===== config.mk =====
export PLATFORM = sky130hd
export DESIGN_NAME = msblit_queue
export DESIGN_NICKNAME = d
export VERILOG_FILES = /design/src/rtl/core/msblit_pkg.sv /design/src/rtl/core/msblit_queue.sv
export SDC_FILE = /design/constraint.sdc
export NUM_CORES = 1
export LEC_CHECK = 0
export ABC_AREA = 1
export BUFFER_PORTS_ARGS = -buffer_cell sky130_fd_sc_hd__buf_2
export CAP_MARGIN = 20
export CORE_MARGIN = 2
export CORE_UTILIZATION = 50
export CTS_CLUSTER_DIAMETER = 50
export DETAILED_ROUTE_END_ITERATION = 16
export GPL_TIMING_DRIVEN = 0
export PLACE_DENSITY = 0.7
export SYNTH_ARGS = -nofsm -noshare
export SYNTH_HDL_FRONTEND = slang
export SYNTH_SLANG_ARGS = --single-unit

===== constraint.sdc =====
create_clock -name clk_i -period 3.3 [get_ports clk_i]
set_input_delay 0 -clock clk_i [delete_from_list [all_inputs] [get_ports clk_i]]
set_output_delay 0 -clock clk_i [all_outputs]
set_load 0.02 [all_outputs]

===== src/rtl/core/msblit_pkg.sv =====
// shared types and constants for the masked sprite blit unit
package msblit_pkg;

  // default frame geometry and sprite size cap
  localparam int FRAME_WIDTH_DEF    = 320;
  localparam int FRAME_HEIGHT_DEF   = 195;
  localparam int MAX_SPRITE_DIM_DEF = 255;

  // configuration port
  localparam int CFG_IDX_W  = 3;
  localparam int CFG_DATA_W = 16;

  // destination row and column: 10-bit origin plus 8-bit offset
  localparam int POS_W = 11;

  // front to back queue
  localparam int Q_DEPTH = 4;
  localparam int Q_AW    = $clog2(Q_DEPTH);

  typedef enum logic [CFG_IDX_W-1:0] {
    REG_ORIGIN_X      = 3'd0,
    REG_ORIGIN_Y      = 3'd1,
    REG_SPRITE_WIDTH  = 3'd2,
    REG_SPRITE_HEIGHT = 3'd3,
    REG_MIRROR        = 3'd4,
    REG_KEY_COLOR     = 3'd5,
    REG_INK_COLOR     = 3'd6
  } cfg_reg_e;

  typedef enum logic {
    OP_LOAD  = 1'b0,
    OP_PIXEL = 1'b1
  } op_e;

  // classified word handed from front to back
  typedef struct packed {
    op_e              kind;
    logic             load_ok;
    logic [12:0]      mask_idx;
    logic [7:0]       mask_byte;
    logic [POS_W-1:0] drow;
    logic [POS_W-1:0] dcol;
    logic             in_frame;
    logic             draw;
    logic             ink;
    logic             last;
  } msblit_item_t;

  typedef struct packed {
    logic full;
    logic empty;
  } msblit_qstat_t;

endpackage


===== src/rtl/core/msblit_queue.sv =====
// short fifo of classified words between front and back
module msblit_queue import msblit_pkg::*; (
  input  logic          clk_i,
  input  logic          rst_ni,
  input  logic          push_i,
  input  msblit_item_t  item_i,
  input  logic          pop_i,
  output msblit_item_t  item_o,
  output msblit_qstat_t stat_o
);

  msblit_item_t    entry_q [Q_DEPTH];
  logic [Q_AW-1:0] wr_ptr_q, rd_ptr_q;
  logic [Q_AW:0]   cnt_q, cnt_d;

  always_ff @(posedge clk_i) begin
    if (push_i) begin
      entry_q[wr_ptr_q] <= item_i;
    end
  end

  always_comb begin
    cnt_d = cnt_q;
    case ({push_i, pop_i})
      2'b10:   cnt_d = cnt_q + 1'b1;
      2'b01:   cnt_d = cnt_q - 1'b1;
      default: cnt_d = cnt_q;
    endcase
  end

  always_ff @(posedge clk_i or negedge rst_ni) begin
    if (!rst_ni) begin
      wr_ptr_q <= '0;
      rd_ptr_q <= '0;
      cnt_q    <= '0;
    end else begin
      if (push_i) begin
        wr_ptr_q <= wr_ptr_q + 1'b1;
      end
      if (pop_i) begin
        rd_ptr_q <= rd_ptr_q + 1'b1;
      end
      cnt_q <= cnt_d;
    end
  end

  assign item_o       = entry_q[rd_ptr_q];
  assign stat_o.full  = cnt_q == (Q_AW + 1)'(Q_DEPTH);
  assign stat_o.empty = cnt_q == '0;

endmodule


==> run_results.csv <==
group,metric,value,unit
worst_setup_path,crit_path_start_kind,"flop",
finish,seq_area,6060,µm²
logic_synthesis,synth_fp_nets,680,
finish,layout_commonest_cell,"edfxtp_1",
floorplan,die_h,133,µm
logic_synthesis,yosysTopAreaCell,"edfxtp_1",
detailed_routing,via_count,5351,
finish,area_delta_synth_final,25.1,%
global_route,track_usage,0.209,
placed_design,io_buffers,102,
floorplan,pin_count,104,
worst_setup_path,critPathLaunch,"rd_ptr_q[1]",
floorplan,start_util,0.508,
logic_synthesis,synthXorXnorAreaFrac,0.00419,
detailed_routing,drc,0,
placed_design,place_inst,947,
placed_design,dp_hpwl,11300,µm
outcome,outcome,"completed",
finish,utilization,0.635,
worst_setup_path,critical_path_class,"flop to output port",
clock_tree,clkTransAtPathRegs,0.06,ns
timing,slew_headroom,0.546,
clock_tree,max-clock-path-buffers,3,
logic_synthesis,synth_area_per_cell,13.5,µm²
logic_synthesis,yosysWarningCount,0,
timing,clock.fmax,524,MHz
pwr,ir_drop,0.000540,V
worst_setup_path,worstSetupEndpoint,"item_o[20]",
global_route,grt_first_pass_wirelength,28700,µm
finish,n_fill_cell,1243,
clock_tree,cts_setup_buffers,0,
global_route,grt_pass1_vias,5685,
clock_tree,clock_sinks,203,
global_route,antenna_found_initial,0,
logic_synthesis,mappedNetlistArea,8360,µm²
min_path,hp-class,"input port to flop",
finish,nets,863,
pwr,leakage,4.31,nW
clock_tree,clk_latency,0.49,ns
timing,worst_slew_pin_slew,0.679,ns
pwr,p_per_area,924,nW/µm²
job,maxCapViolations,0,
worst_setup_path,arrival,1.91,ns
worst_setup_path,crit_fanout,10,
worst_setup_path,worstPathRequired,3.30,ns
clock_tree,cts_tree,"yes",
worst_setup_path,regToRegSetupSlack,1.44,ns
timing,setup_viol,0,
finish,antenna_cells,0,
detailed_routing,drtIter0Drc,322,
clock_tree,htreeDepth,1,
finish,drive_above_1_share,0.243,
timing,min_period,1.91,ns
logic_synthesis,synthSimpleGateAreaFrac,0.0735,
detailed_routing,avgViaCountPerCell,5.15,
pwr,total_power,0.00966,W
logic_synthesis,yosys.cell_types.count,20,
clock_tree,cts-resized-gates,0,
logic_synthesis,ys_seq_elements,203,
detailed_routing,wl,18300,µm
clock_tree,root_buffer,"clkbuf_16",
timing,timing.setup.tns,0,ns
floorplan,core_area,16500,µm²
global_route,overflow,0,
finish,final_cells,1039,
floorplan,dieWidth,133,µm
detailed_routing,wl_per_cell,17.6,µm
finish,multi_input_area,1610,µm²
timing,rsz0062_at_grt,"false",
global_route,grt_max_degree,31,
detailed_routing,drtAntennaViolNets,0,
floorplan,num_rows,47,
timing,period_share,0.578,
timing,drv_slew,0,
floorplan,die-area,17800,µm²
worst_setup_path,r2r-start,"wr_ptr_q[0]",
placed_design,place_congestion,0.776,
timing,hold_viol_final,0,
logic_synthesis,synthMuxAreaShare,0,
logic_synthesis,seq_area_frac_synth,0.725,
logic_synthesis,synthAdderAreaFrac,0.00988,
clock_tree,cts_made_buffers,22,
timing,worst_clock_skew,0.00702,ns
detailed_routing,drt_pass1_iterations,4,
worst_setup_path,critPathCaptureType,"output port",
worst_setup_path,reg2reg_depth,5,
logic_synthesis,syn_inst,621,
logic_synthesis,netlist_top_cells_area,"edfxtp_1 70%, nand2_1 7.1%, o211ai_1 6.4%",
worst_setup_path,r2r_end,"entry_q[0][21]",
logic_synthesis,yosysTopAreaCellShare,0.704,
logic_synthesis,synth_top_family_by_area,"compound AO/OA/AOI/OAI gates",
finish,final_cell_mix,"196 x edfxtp_1, 158 x nand2_1, 114 x buf_2",
logic_synthesis,synth_compound_gate_area_share,0.105,
[per-stage QoR]
step	area (µm²)	setup WS [ns]	hold slack [ns]
2_1_floorplan	8360	1.26	-0.296
3_3_place_gp	9140	0.477	-0.155
3_5_place_dp	9220	1.41	-0.150
4_1_cts	10500	1.36	0.241
5_1_grt	10500	1.24	0.253
6_report	10500	1.39	0.254
[final cells by class]
cell class	instances	share of cell area
buffer	34	0.0253
clock buffer	29	0.0591
clock inverter	10	0.00766
inverter	112	0.0402
multi-input combinational	272	0.154
sequential	203	0.580
tap	220	0.0263
timing repair buffer	159	0.107
[worst max-delay path, cell delays in order (launching register included)]
cell and delay (ns):
dfrtp_1 0.36, clkbuf_2 0.17, inv_2 0.12, buf_2 0.34, o211ai_2 0.14, nand2_1 0.10, buf_2 0.18
[cell families (layout without fill, tap and decap cells)]
group,after synthesis,in the layout
simple gates,162,162
flops,203,203
compound gates,100,100
fa+ha+maj,6,6
buf+inv,146,344
xor+xnor,4,4
[where the power goes]
| group | total (W) | switching, W | leakage [nW] | internal, W |
|---|---|---|---|---|
| Sequential | 0.00352 | 0.000140 | 1.88 | 0.00338 |
| Combinational | 0.00381 | 0.00254 | 2.09 | 0.00126 |
| Clock | 0.00234 | 0.000941 | 0.342 | 0.00140 |
| Total | 0.00966 | 0.00363 | 4.31 | 0.00604 |
[synth_stat cells]
| library cell | instances |
|---|---|
| edfxtp_1 | 196 |
| nand2_1 | 158 |
| inv_1 | 111 |
| o211ai_1 | 71 |
| o211ai_2 | 27 |
| buf_6 | 14 |
| buf_2 | 12 |
| dfrtp_1 | 7 |
| ha_1 | 5 |
| buf_4 | 4 |
| clkbuf_1 | 3 |
| xor2_1 | 3 |
| nor3_1 | 2 |
| o21ai_0 | 2 |
| clkbuf_2 | 1 |
| fa_1 | 1 |
| inv_2 | 1 |
| nand3_1 | 1 |
| nand4_1 | 1 |
| xnor2_1 | 1 |
[worst min path at each step]
stage,depth (start not counted),end,start
detailed placement,1,wr_ptr_q[1],rst_ni
global route,2,entry_q[3][42],item_i[42]
CTS,2,entry_q[3][42],item_i[42]
finish,2,entry_q[3][42],item_i[42]
floorplan,0,cnt_q[0],rst_ni
global placement,1,cnt_q[2],rst_ni
[sequential cells by signal, summed over array words and instances (netlist names)]
signal / flops
cnt_q: 3
wr_ptr_q: 2
entry_q: 196
rd_ptr_q: 2
[layer usage]
layer / up-vias / track usage / part of all wire
li1: 2521 / - / -
met1: 2632 / 0.260 / 0.42
met2: 173 / 0.382 / 0.51
met3: 25 / 0.0381 / 0.055
met4: 0 / 0.0461 / 0.017
met5: - / 0 / 0
[repair_timing]
| action | 4_1_cts | 5_1_grt |
|---|---|---|
| setup endpoints to repair | 0 | 0 |
| endpoints found under the hold margin | 209 | 0 |
| hold buffers | 53 | 0 |
Power figures use the tool's default switching activity.
