[src/rtl/core/msblit_pkg.sv]
// shared types and constants for the masked sprite blit unit
package msblit_pkg;

  // default frame geometry and sprite size cap
  localparam int FRAME_WIDTH_DEF    = 320;
  localparam int FRAME_HEIGHT_DEF   = 195;
  localparam int MAX_SPRITE_DIM_DEF = 255;

  // configuration port
  localparam int CFG_IDX_W  = 3;
  localparam int CFG_DATA_W = 16;

  // destination row and column: 10-bit origin plus 8-bit offset
  localparam int POS_W = 11;

  // front to back queue
  localparam int Q_DEPTH = 4;
  localparam int Q_AW    = $clog2(Q_DEPTH);

  typedef enum logic [CFG_IDX_W-1:0] {
    REG_ORIGIN_X      = 3'd0,
    REG_ORIGIN_Y      = 3'd1,
    REG_SPRITE_WIDTH  = 3'd2,
    REG_SPRITE_HEIGHT = 3'd3,
    REG_MIRROR        = 3'd4,
    REG_KEY_COLOR     = 3'd5,
    REG_INK_COLOR     = 3'd6
  } cfg_reg_e;

  typedef enum logic {
    OP_LOAD  = 1'b0,
    OP_PIXEL = 1'b1
  } op_e;

  // classified word handed from front to back
  typedef struct packed {
    op_e              kind;
    logic             load_ok;
    logic [12:0]      mask_idx;
    logic [7:0]       mask_byte;
    logic [POS_W-1:0] drow;
    logic [POS_W-1:0] dcol;
    logic             in_frame;
    logic             draw;
    logic             ink;
    logic             last;
  } msblit_item_t;

  typedef struct packed {
    logic full;
    logic empty;
  } msblit_qstat_t;

endpackage

[src/rtl/core/msblit_front.sv]
// front end: configuration registers, source position counters, word classification
module msblit_front import msblit_pkg::*; #(
  parameter int FRAME_WIDTH    = FRAME_WIDTH_DEF,
  parameter int FRAME_HEIGHT   = FRAME_HEIGHT_DEF,
  parameter int MAX_SPRITE_DIM = MAX_SPRITE_DIM_DEF
) (
  input  logic                  clk_i,
  input  logic                  rst_ni,
  input  logic                  cfg_we_i,
  input  logic [CFG_IDX_W-1:0]  cfg_index_i,
  input  logic [CFG_DATA_W-1:0] cfg_data_i,
  input  logic                  opcode_i,
  input  logic [12:0]           mask_index_i,
  input  logic [7:0]            mask_byte_i,
  input  logic [15:0]           pixel_color_i,
  input  logic                  accept_i,
  output msblit_item_t          item_o
);

  localparam int MASK_BYTES = (FRAME_WIDTH * FRAME_HEIGHT + 7) / 8;
  localparam logic [7:0] DIM_CAP =
    (MAX_SPRITE_DIM > 255) ? 8'd255 : 8'(MAX_SPRITE_DIM);
  localparam logic [POS_W-1:0] FW_L = POS_W'(FRAME_WIDTH);
  localparam logic [POS_W-1:0] FH_L = POS_W'(FRAME_HEIGHT);

  logic [9:0]  origin_x_q, origin_y_q;
  logic [7:0]  sprite_width_q, sprite_height_q;
  logic        mirror_q;
  logic [15:0] key_color_q, ink_color_q;
  logic [7:0]  col_q, col_d, row_q, row_d;

  logic [7:0]       w_eff, h_eff, col, row, mcol;
  logic             restart, col_end, row_end;
  logic [POS_W-1:0] dcol, drow;

  always_ff @(posedge clk_i or negedge rst_ni) begin
    if (!rst_ni) begin
      origin_x_q      <= '0;
      origin_y_q      <= '0;
      sprite_width_q  <= 8'd1;
      sprite_height_q <= 8'd1;
      mirror_q        <= 1'b0;
      key_color_q     <= '0;
      ink_color_q     <= 16'd1;
    end else if (cfg_we_i) begin
      case (cfg_reg_e'(cfg_index_i))
        REG_ORIGIN_X:      origin_x_q      <= cfg_data_i[9:0];
        REG_ORIGIN_Y:      origin_y_q      <= cfg_data_i[9:0];
        REG_SPRITE_WIDTH:  sprite_width_q  <= cfg_data_i[7:0];
        REG_SPRITE_HEIGHT: sprite_height_q <= cfg_data_i[7:0];
        REG_MIRROR:        mirror_q        <= cfg_data_i[0];
        REG_KEY_COLOR:     key_color_q     <= cfg_data_i;
        REG_INK_COLOR:     ink_color_q     <= cfg_data_i;
        default: ;
      endcase
    end
  end

  // effective sprite size: zero acts as one, cap at the maximum
  always_comb begin
    w_eff = (sprite_width_q == 8'd0) ? 8'd1 :
            (sprite_width_q > DIM_CAP) ? DIM_CAP : sprite_width_q;
    h_eff = (sprite_height_q == 8'd0) ? 8'd1 :
            (sprite_height_q > DIM_CAP) ? DIM_CAP : sprite_height_q;
  end

  always_comb begin
    // counters left outside a resized sprite restart at the top left
    restart = (col_q >= w_eff) || (row_q >= h_eff);
    col     = restart ? 8'd0 : col_q;
    row     = restart ? 8'd0 : row_q;
    col_end = (col == w_eff - 8'd1);
    row_end = (row == h_eff - 8'd1);
    mcol    = mirror_q ? (w_eff - 8'd1 - col) : col;
    dcol    = POS_W'(origin_x_q) + POS_W'(mcol);
    drow    = POS_W'(origin_y_q) + POS_W'(row);
  end

  always_comb begin
    col_d = col_end ? 8'd0 : col + 8'd1;
    row_d = col_end ? (row_end ? 8'd0 : row + 8'd1) : row;
  end

  always_ff @(posedge clk_i or negedge rst_ni) begin
    if (!rst_ni) begin
      col_q <= '0;
      row_q <= '0;
    end else if (accept_i && (op_e'(opcode_i) == OP_PIXEL)) begin
      col_q <= col_d;
      row_q <= row_d;
    end
  end

  always_comb begin
    item_o.kind      = op_e'(opcode_i);
    item_o.load_ok   = 32'(mask_index_i) < 32'(MASK_BYTES);
    item_o.mask_idx  = mask_index_i;
    item_o.mask_byte = mask_byte_i;
    item_o.drow      = drow;
    item_o.dcol      = dcol;
    item_o.in_frame  = (dcol < FW_L) && (drow < FH_L);
    item_o.draw      = pixel_color_i != key_color_q;
    item_o.ink       = pixel_color_i == ink_color_q;
    item_o.last      = col_end && row_end;
  end

endmodule

[config.mk]
export PLATFORM = sky130hd
export DESIGN_NAME = msblit_front
export DESIGN_NICKNAME = d
export VERILOG_FILES = /design/src/rtl/core/msblit_pkg.sv /design/src/rtl/core/msblit_front.sv
export SDC_FILE = /design/constraint.sdc
export NUM_CORES = 1
export LEC_CHECK = 0
export ABC_AREA = 0
export BUFFER_PORTS_ARGS = -buffer_cell sky130_fd_sc_hd__buf_2
export CORE_UTILIZATION = 40
export CTS_CLUSTER_DIAMETER = 40
export DETAILED_ROUTE_END_ITERATION = 10
export HOLD_SLACK_MARGIN = 0.08
export PLACE_DENSITY = 0.72
export SLEW_MARGIN = 25
export SYNTH_ARGS = -nofsm -noshare
export SYNTH_HDL_FRONTEND = slang
export SYNTH_SLANG_ARGS = --single-unit
[constraint.sdc]
create_clock -name clk_i -period 5.75 [get_ports clk_i]
set_input_delay 0.2875 -clock clk_i [delete_from_list [all_inputs] [get_ports clk_i]]
set_output_delay 0.2875 -clock clk_i [all_outputs]
set_load 0.02 [all_outputs]
==> results of run 1 <==
## cells by family after synthesis
family                   count (synthesis)
AO/OA/AOI/OAI                          131
XOR/XNOR                                63
adder cells (fa/ha/maj)                 45
buffers and inverters                   76
flip-flops                              85
multiplexers                            67
AND/OR/NAND/NOR                        188
## cells in the final DEF, fill, tap and decap left out, types with 15 or more instances in the layout
master    n
a21oi_1  15
buf_2    85
buf_4    33
dfrtp_1  82
ha_1     37
inv_1    30
mux2_2   62
nand2_1  43
nand3_1  21
nand4_1  17
nor2_1   24
o21ai_0  23
xnor2_1  38
xor2_1   22
## area by class of cell
class / count / area, um^2
sequential: 85 / 2130
timing repair buffer: 121 / 706
multi-input combinational: 494 / 4140
inverter: 31 / 116
fill: 1404 / 7780
clock inverter: 6 / 51.3
tap: 211 / 264
clock buffer: 10 / 239
## power by group through the flow
stage	registers, W	clock network, W	logic [W]
after CTS	0.000895	0.000584	0.00273
final	0.000898	0.000578	0.00282
after global routing	0.000917	0.000613	0.00305
after detailed placement	0.000903	0	0.00251
after floorplan	0.000854	0	0.00188
after global placement	0.000896	0	0.00249
## per-layer routing
metal / global-route usage [%] / up-vias
met5: 0 / -
met4: 6.99 / 0
met3: 2.91 / 26
met2: 35.9 / 149
met1: 27.9 / 2618
li1: - / 2554
## final timing paths
check / end / slack [ns] / cells past startpoint / from
worst max register to register: col_q[2]$_DFFE_PN0P_ / 1.13 / 20 / sprite_width_q[5]$_DFFE_PN0P_
worst max-delay path: item_o[3] / 0.03 / 23 / sprite_width_q[5]$_DFFE_PN0P_
worst min register to register: origin_x_q[4]$_DFFE_PN0P_ / 0.51 / 1 / origin_x_q[4]$_DFFE_PN0P_
min in group asynchronous: ink_color_q[10]$_DFFE_PN0P_ / 0.30 / 2 / rst_ni
worst min-delay path: ink_color_q[15]$_DFFE_PN0P_ / 0.18 / 2 / cfg_data_i[15]
max in group asynchronous: col_q[3]$_DFFE_PN0P_ / 4.52 / 3 / rst_ni
## worst max-delay path, stage by stage, from the launching register on
cell	delay [ns]
dfrtp_1	0.38
or3_4	0.40
o41ai_4	0.24
ha_1	0.27
nand2b_1	0.18
a31oi_4	0.17
o21ai_2	0.11
nor3_4	0.17
buf_6	0.15
nand2_1	0.10
ha_4	0.33
inv_1	0.08
nor3_2	0.18
nand2_1	0.07
or4_1	0.53
and3_4	0.18
xor2_1	0.15
ha_1	0.33
a21oi_2	0.15
o21ai_2	0.10
and3_4	0.19
a221oi_2	0.18
nor4bb_4	0.24
buf_4	0.20
## sequential cells by signal (all words and copies together), names as in the netlist
register / flops
mirror_q: 1
row_q: 8
key_color_q: 16
sprite_height_q: 8
ink_color_q: 16
origin_y_q: 10
col_q: 8
sprite_width_q: 8
origin_x_q: 10
## metrics by stage
step / TNS, ns / cell area, um^2
finish: 0 / 7640
global route: -0.387 / 7640
floorplan: 0 / 6490
global placement: 0 / 7080
CTS: 0 / 7590
detailed placement: -0.0639 / 7080
## repair_timing
item / CTS / global route
endpoints found under the hold margin: 8 / 0
gates resized for setup: 24 / 9
hold buffers: 1 / 0
endpoints found under the setup margin: 2 / 4
buffers inserted: 11 / 1
pin swaps: 18 / 6
==> impl_metrics.json, run 1 <==
{
  "synthTopCellsByArea": "dfrtp_1 32%, mux2_2 11%, ha_1 8.2%",
  "synth_compound_area_share_pct": 14.9,
  "synth_ff_type": "dfrtp_1",
  "syn2layout_area_growth_pct": 19.3,
  "wire_per_inst_um": 17.5,
  "dr_wl_met2_mm": 7.93,
  "drv_slew": 0,
  "finalPower_w": 0.00429,
  "worstPathRequired_ns": 5.46,
  "cts_max_path_buffers": 2,
  "grt_pass1_vias": 5308,
  "cp-start-kind": "register",
  "worstSetupPathType": "register to output port",
  "drc": 0,
  "tightest_slew_ns": 1.02,
  "min_period_ns": 5.72,
  "whs_ns": 0.185,
  "synth_edf_count": 0,
  "cts_buffers": 9,
  "finalWirelength_mm": 16.7,
  "yosysWarningCount": 0,
  "synth_top_area_share_pct": 32.0,
  "clkSinkCount": 85,
  "vias": 5347,
  "power_leakage_nw": 3.39,
  "peakVddDrop_uv": 710,
  "syn_avg_cell_area_um2": 9.78,
  "synth_top_family_by_area": "simple AND/OR/NAND/NOR gates",
  "routed_via_density": 5.58,
  "layout.nets": 848,
  "num_rows": 45,
  "yosys-top-cells-count": "82 x dfrtp_1, 62 x mux2_2, 45 x nand2_1",
  "yosys-mux-area-fraction_pct": 11.9,
  "wl_met1_mm": 7.67,
  "clk_pin_slew_worst_paths_ns": 0.07,
  "synth_xor_xnor_area_share_pct": 9.04,
  "drv_cap": 0,
  "seq_power_share_pct": 20.9,
  "ant_nets": 0,
  "insertion_delay_ns": 0.34,
  "critPathArrivalTime_ns": 5.43,
  "synth_cells": 655,
  "switching_share_pct": 46.9,
  "num_antenna_cells": 0,
  "dp_hpwl_mm": 12.2,
  "grt_start_max_net_pins": 78,
  "pwr-share-comb_pct": 65.6,
  "outcome": "finished, final reports clean",
  "p_per_area_nw_per_um2": 562,
  "fmax_mhz": 175,
  "globalplace.congestion": 0.923,
  "yosysTopAreaCell": "dfrtp_1",
  "critPathCaptureType": "output port",
  "p_switching_w": 0.00201,
  "yosys.area_share.simple_pct": 15.9,
  "cts-root-buf": "clkbuf_16",
  "drt_first_iter_violations": 260,
  "core_um2": 15400,
  "internal_power_w": 0.00228,
  "max_slew_margin_pct": 31.6,
  "highest_layer": "met4",
  "place_inst": 929,
  "period_share_pct": 99.5,
  "antenna_found_initial": 0,
  "syn_area_um2": 6400,
  "async_flop_share_pct": 100,
  "dr.pass1.iters": 5,
  "synthAdderAreaFrac_pct": 9.14,
  "crit_path_max_fanout": 5,
  "initial_core_util_pct": 41.5,
  "grt_usage_pct": 21.2,
  "ios": 110,
  "die_width_um": 129,
  "setup_viol": 0,
  "instances_no_fill": 958,
  "met3_length_um": 780,
  "ys_seq_area_share_pct": 33.3,
  "clkPwrFrac_pct": 13.5,
  "syn-num-nets": 761,
  "grt_pass1_wl_mm": 27.4,
  "cts_max_level": 3,
  "port_buffers": 87,
  "dp_slack_ns": -0.0639,
  "rsz0062_at_grt": "true",
  "final_util_pct": 49.5,
  "post-synth-top-count-cell": "dfrtp_1",
  "ys_seq_elements": 85,
  "setup_ws_ns": 0.0288,
  "die_area_um2": 16500,
  "drive_above_1_share_pct": 33.2,
  "hold_class": "input port to register",
  "hold_violations": 0,
  "fp.dieH_um": 129,
  "globalRouteOverflowTotal": 0,
  "synth.distinct_cells": 75,
  "cts_tree": "done",
  "final.setup_skew_ns": 0.00982
}
(Power assumes the default switching activity.)
==> run 2: changes to the inputs <==
ABC_AREA = 1   (was 0)
PLACE_DENSITY = 0.73   (was 0.72)
==> impl_metrics.json, run 2 <==
{
  "outcome": "finished, final reports clean",
  "cp-start-kind": "register",
  "finalWirelength_mm": 15.4,
  "die_area_um2": 16300,
  "period_share_pct": 93.4,
  "min_period_ns": 5.37,
  "drc": 0,
  "synth_top_area_share_pct": 32.5,
  "grt_start_max_net_pins": 70,
  "crit_cells": 28,
  "rr_worst_depth": 23,
  "worstPathRequired_ns": 5.46,
  "r2r-start": "sprite_height_q[2]$_DFFE_PN0P_",
  "synth_edf_count": 0,
  "globalRouteOverflowTotal": 0,
  "path_delay_family": "simple AND/OR/NAND/NOR gates",
  "top_regs": "ink_color_q (16), key_color_q (16)",
  "drv_cap": 0,
  "grt_pass1_vias": 5270,
  "synthTopCellsByArea": "dfrtp_1 33%, nand2_1 13%, ha_1 8.3%",
  "ios": 110,
  "hold_violations": 0,
  "startpoint": "sprite_width_q[3]$_DFFE_PN0P_",
  "p_per_area_nw_per_um2": 443,
  "initial_core_util_pct": 41.2,
  "vias": 5628,
  "setup_viol": 0,
  "die_width_um": 128,
  "syn2layout_area_growth_pct": 14.0,
  "routed_via_density": 5.00,
  "critPathArrivalTime_ns": 5.08,
  "critPathBufInv": 3,
  "cts_buffers": 9,
  "final.setup_skew_ns": 0.00870,
  "dp_hpwl_mm": 12.0,
  "wire_per_inst_um": 13.7,
  "core_um2": 15300,
  "yosysTopAreaCell": "dfrtp_1",
  "layout_commonest_cell": "nand2_1",
  "cts_max_path_buffers": 2,
  "fin_area_um2": 7190,
  "insertion_delay_ns": 0.35,
  "grt_pass1_wl_mm": 25.1,
  "num_rows": 45,
  "crit_path_max_fanout": 8,
  "port_buffers": 87,
  "max_slew_margin_pct": 37.1,
  "syn_area_um2": 6300,
  "synth_ff_type": "dfrtp_1",
  "synth.distinct_cells": 40,
  "ys_seq_elements": 85,
  "syn_avg_cell_area_um2": 7.49,
  "peakVddDrop_uv": 243,
  "layout.nets": 1015,
  "cts-root-buf": "clkbuf_16",
  "hold_class": "input port to register",
  "async_flop_share_pct": 100,
  "cts_tree": "done",
  "worst_path_largest_cell_delay_ns": 0.41,
  "critPathCaptureType": "output port",
  "n_fill_cell": 1567,
  "drt_first_iter_violations": 375,
  "clkSinkCount": 85,
  "dr.pass1.iters": 5,
  "ys_seq_area_share_pct": 33.8,
  "antenna_found_initial": 0,
  "yosys-top-cells-count": "222 x nand2_1, 103 x inv_1, 82 x dfrtp_1, 82 x o21ai_0, 46 x nor2_1",
  "grt_usage_pct": 19.6,
  "layout_common_cells": "220 x nand2_1, 103 x inv_1, 86 x buf_2",
  "fp.dieH_um": 128,
  "clk_pin_slew_worst_paths_ns": 0.06,
  "tightest_slew_ns": 0.942,
  "globalplace.congestion": 0.905,
  "post-synth-top-count-cell": "nand2_1",
  "drive_above_1_share_pct": 17.4,
  "worstSetupPathType": "register to output port",
  "drv_slew": 0,
  "syn-num-nets": 948,
  "crit_slowest_cell": "dfrtp_1",
  "path_common_cell": "nand2_1",
  "power_leakage_nw": 3.74,
  "yosysWarningCount": 0,
  "ant_nets": 0,
  "hold_depth": 3,
  "whs_ns": 0.199,
  "num_antenna_cells": 0,
  "instances_no_fill": 1125,
  "fmax_mhz": 186,
  "synth_cells": 842,
  "placed_area_um2": 6760,
  "cts_max_level": 3,
  "worstHoldStart": "cfg_data_i[11]",
  "place_inst": 1101
}
-- run 2: worst reg2reg max path: stages (launching register included) --
cell and delay, ns:
dfrtp_1 0.46, inv_1 0.11, nand4_1 0.22, nand2_2 0.16
ha_1 0.23, nand2_1 0.06, nor2_1 0.04, nor2_1 0.10
nand2_1 0.10, nand2_4 0.12, nand2_4 0.07, nor2_8 0.17
buf_4 0.16, nand2_1 0.17, ha_4 0.36, nand2_1 0.09
nor3b_1 0.29, nand3_2 0.13, nor2_4 0.29, nand2_4 0.12
inv_2 0.11, a21oi_1 0.11, nand2_1 0.10, nand2_1 0.05
-- run 2: cell families after synthesis --
kind of cell	after synthesis	synth area share, %
adders and majority gates	45	9.29
DFF	85	33.8
buffers and inverters	145	10.4
AOI/OAI and AO/OA	131	10.9
xor gates and xnor gates	57	7.92
and+or+nand+nor	379	27.7
-- run 2: area by class of cell --
class	count	area (um^2)	share of cell area, %
clock buffer	10	229	3.19
clock inverter	6	71.3	0.992
inverter	105	394	5.48
multi-input combinational	612	3590	50.0
sequential	85	2130	29.6
tap	211	264	3.67
timing repair buffer	96	508	7.07
-- run 2: worst paths after layout --
check | to | slack, ns
hold / removal | ink_color_q[11]$_DFFE_PN0P_ | 0.20
setup / recovery | item_o[3] | 0.38
setup reg to reg | row_q[7]$_DFFE_PN0P_ | 1.84
max in group asynchronous | ink_color_q[14]$_DFFE_PN0P_ | 4.30
min in group asynchronous | col_q[0]$_DFFE_PN0P_ | 0.34
hold reg to reg | origin_x_q[9]$_DFFE_PN0P_ | 0.50
-- run 2: metrics by stage --
stage | utilization, % | total power (W) | worst slack, ns | TNS, ns
after floorplan | - | 0.00211 | 0.622 | 0
after detailed placement | 44.1 | 0.00249 | 0.375 | 0
after global placement | 44.1 | 0.00247 | 0.573 | 0
after global routing | 46.9 | 0.00344 | -0.118 | -0.118
after CTS | 46.1 | 0.00310 | 0.0650 | 0
final | 46.9 | 0.00319 | 0.382 | 0
-- run 2: power by group --
group	switching, W	internal [W]
clock	0.000257	0.000341
combinational	0.00112	0.000647
sequential	0.000112	0.000713
-- run 2: metal layers --
metal | global-route usage, % | share of wire, % | vias to the layer above | wire length, um
met1 | 25.2 | 46 | 2575 | 7090
met4 | 7.14 | 2.0 | 0 | 302
li1 | - | - | 2863 | -
met5 | 0 | 0 | - | 0
met3 | 4.73 | 5.8 | 22 | 890
met2 | 32.1 | 46 | 168 | 7120
-- run 2: what timing repair did --
item / in CTS / in global routing
pin swaps: 0 / 5
cloned: 0 / 0
endpoints found under the hold margin: 16 / 0
gates resized for setup: 1 / 16
setup endpoints to repair: 1 / 4
hold buffers: 1 / 0
setup buffers: 0 / 7
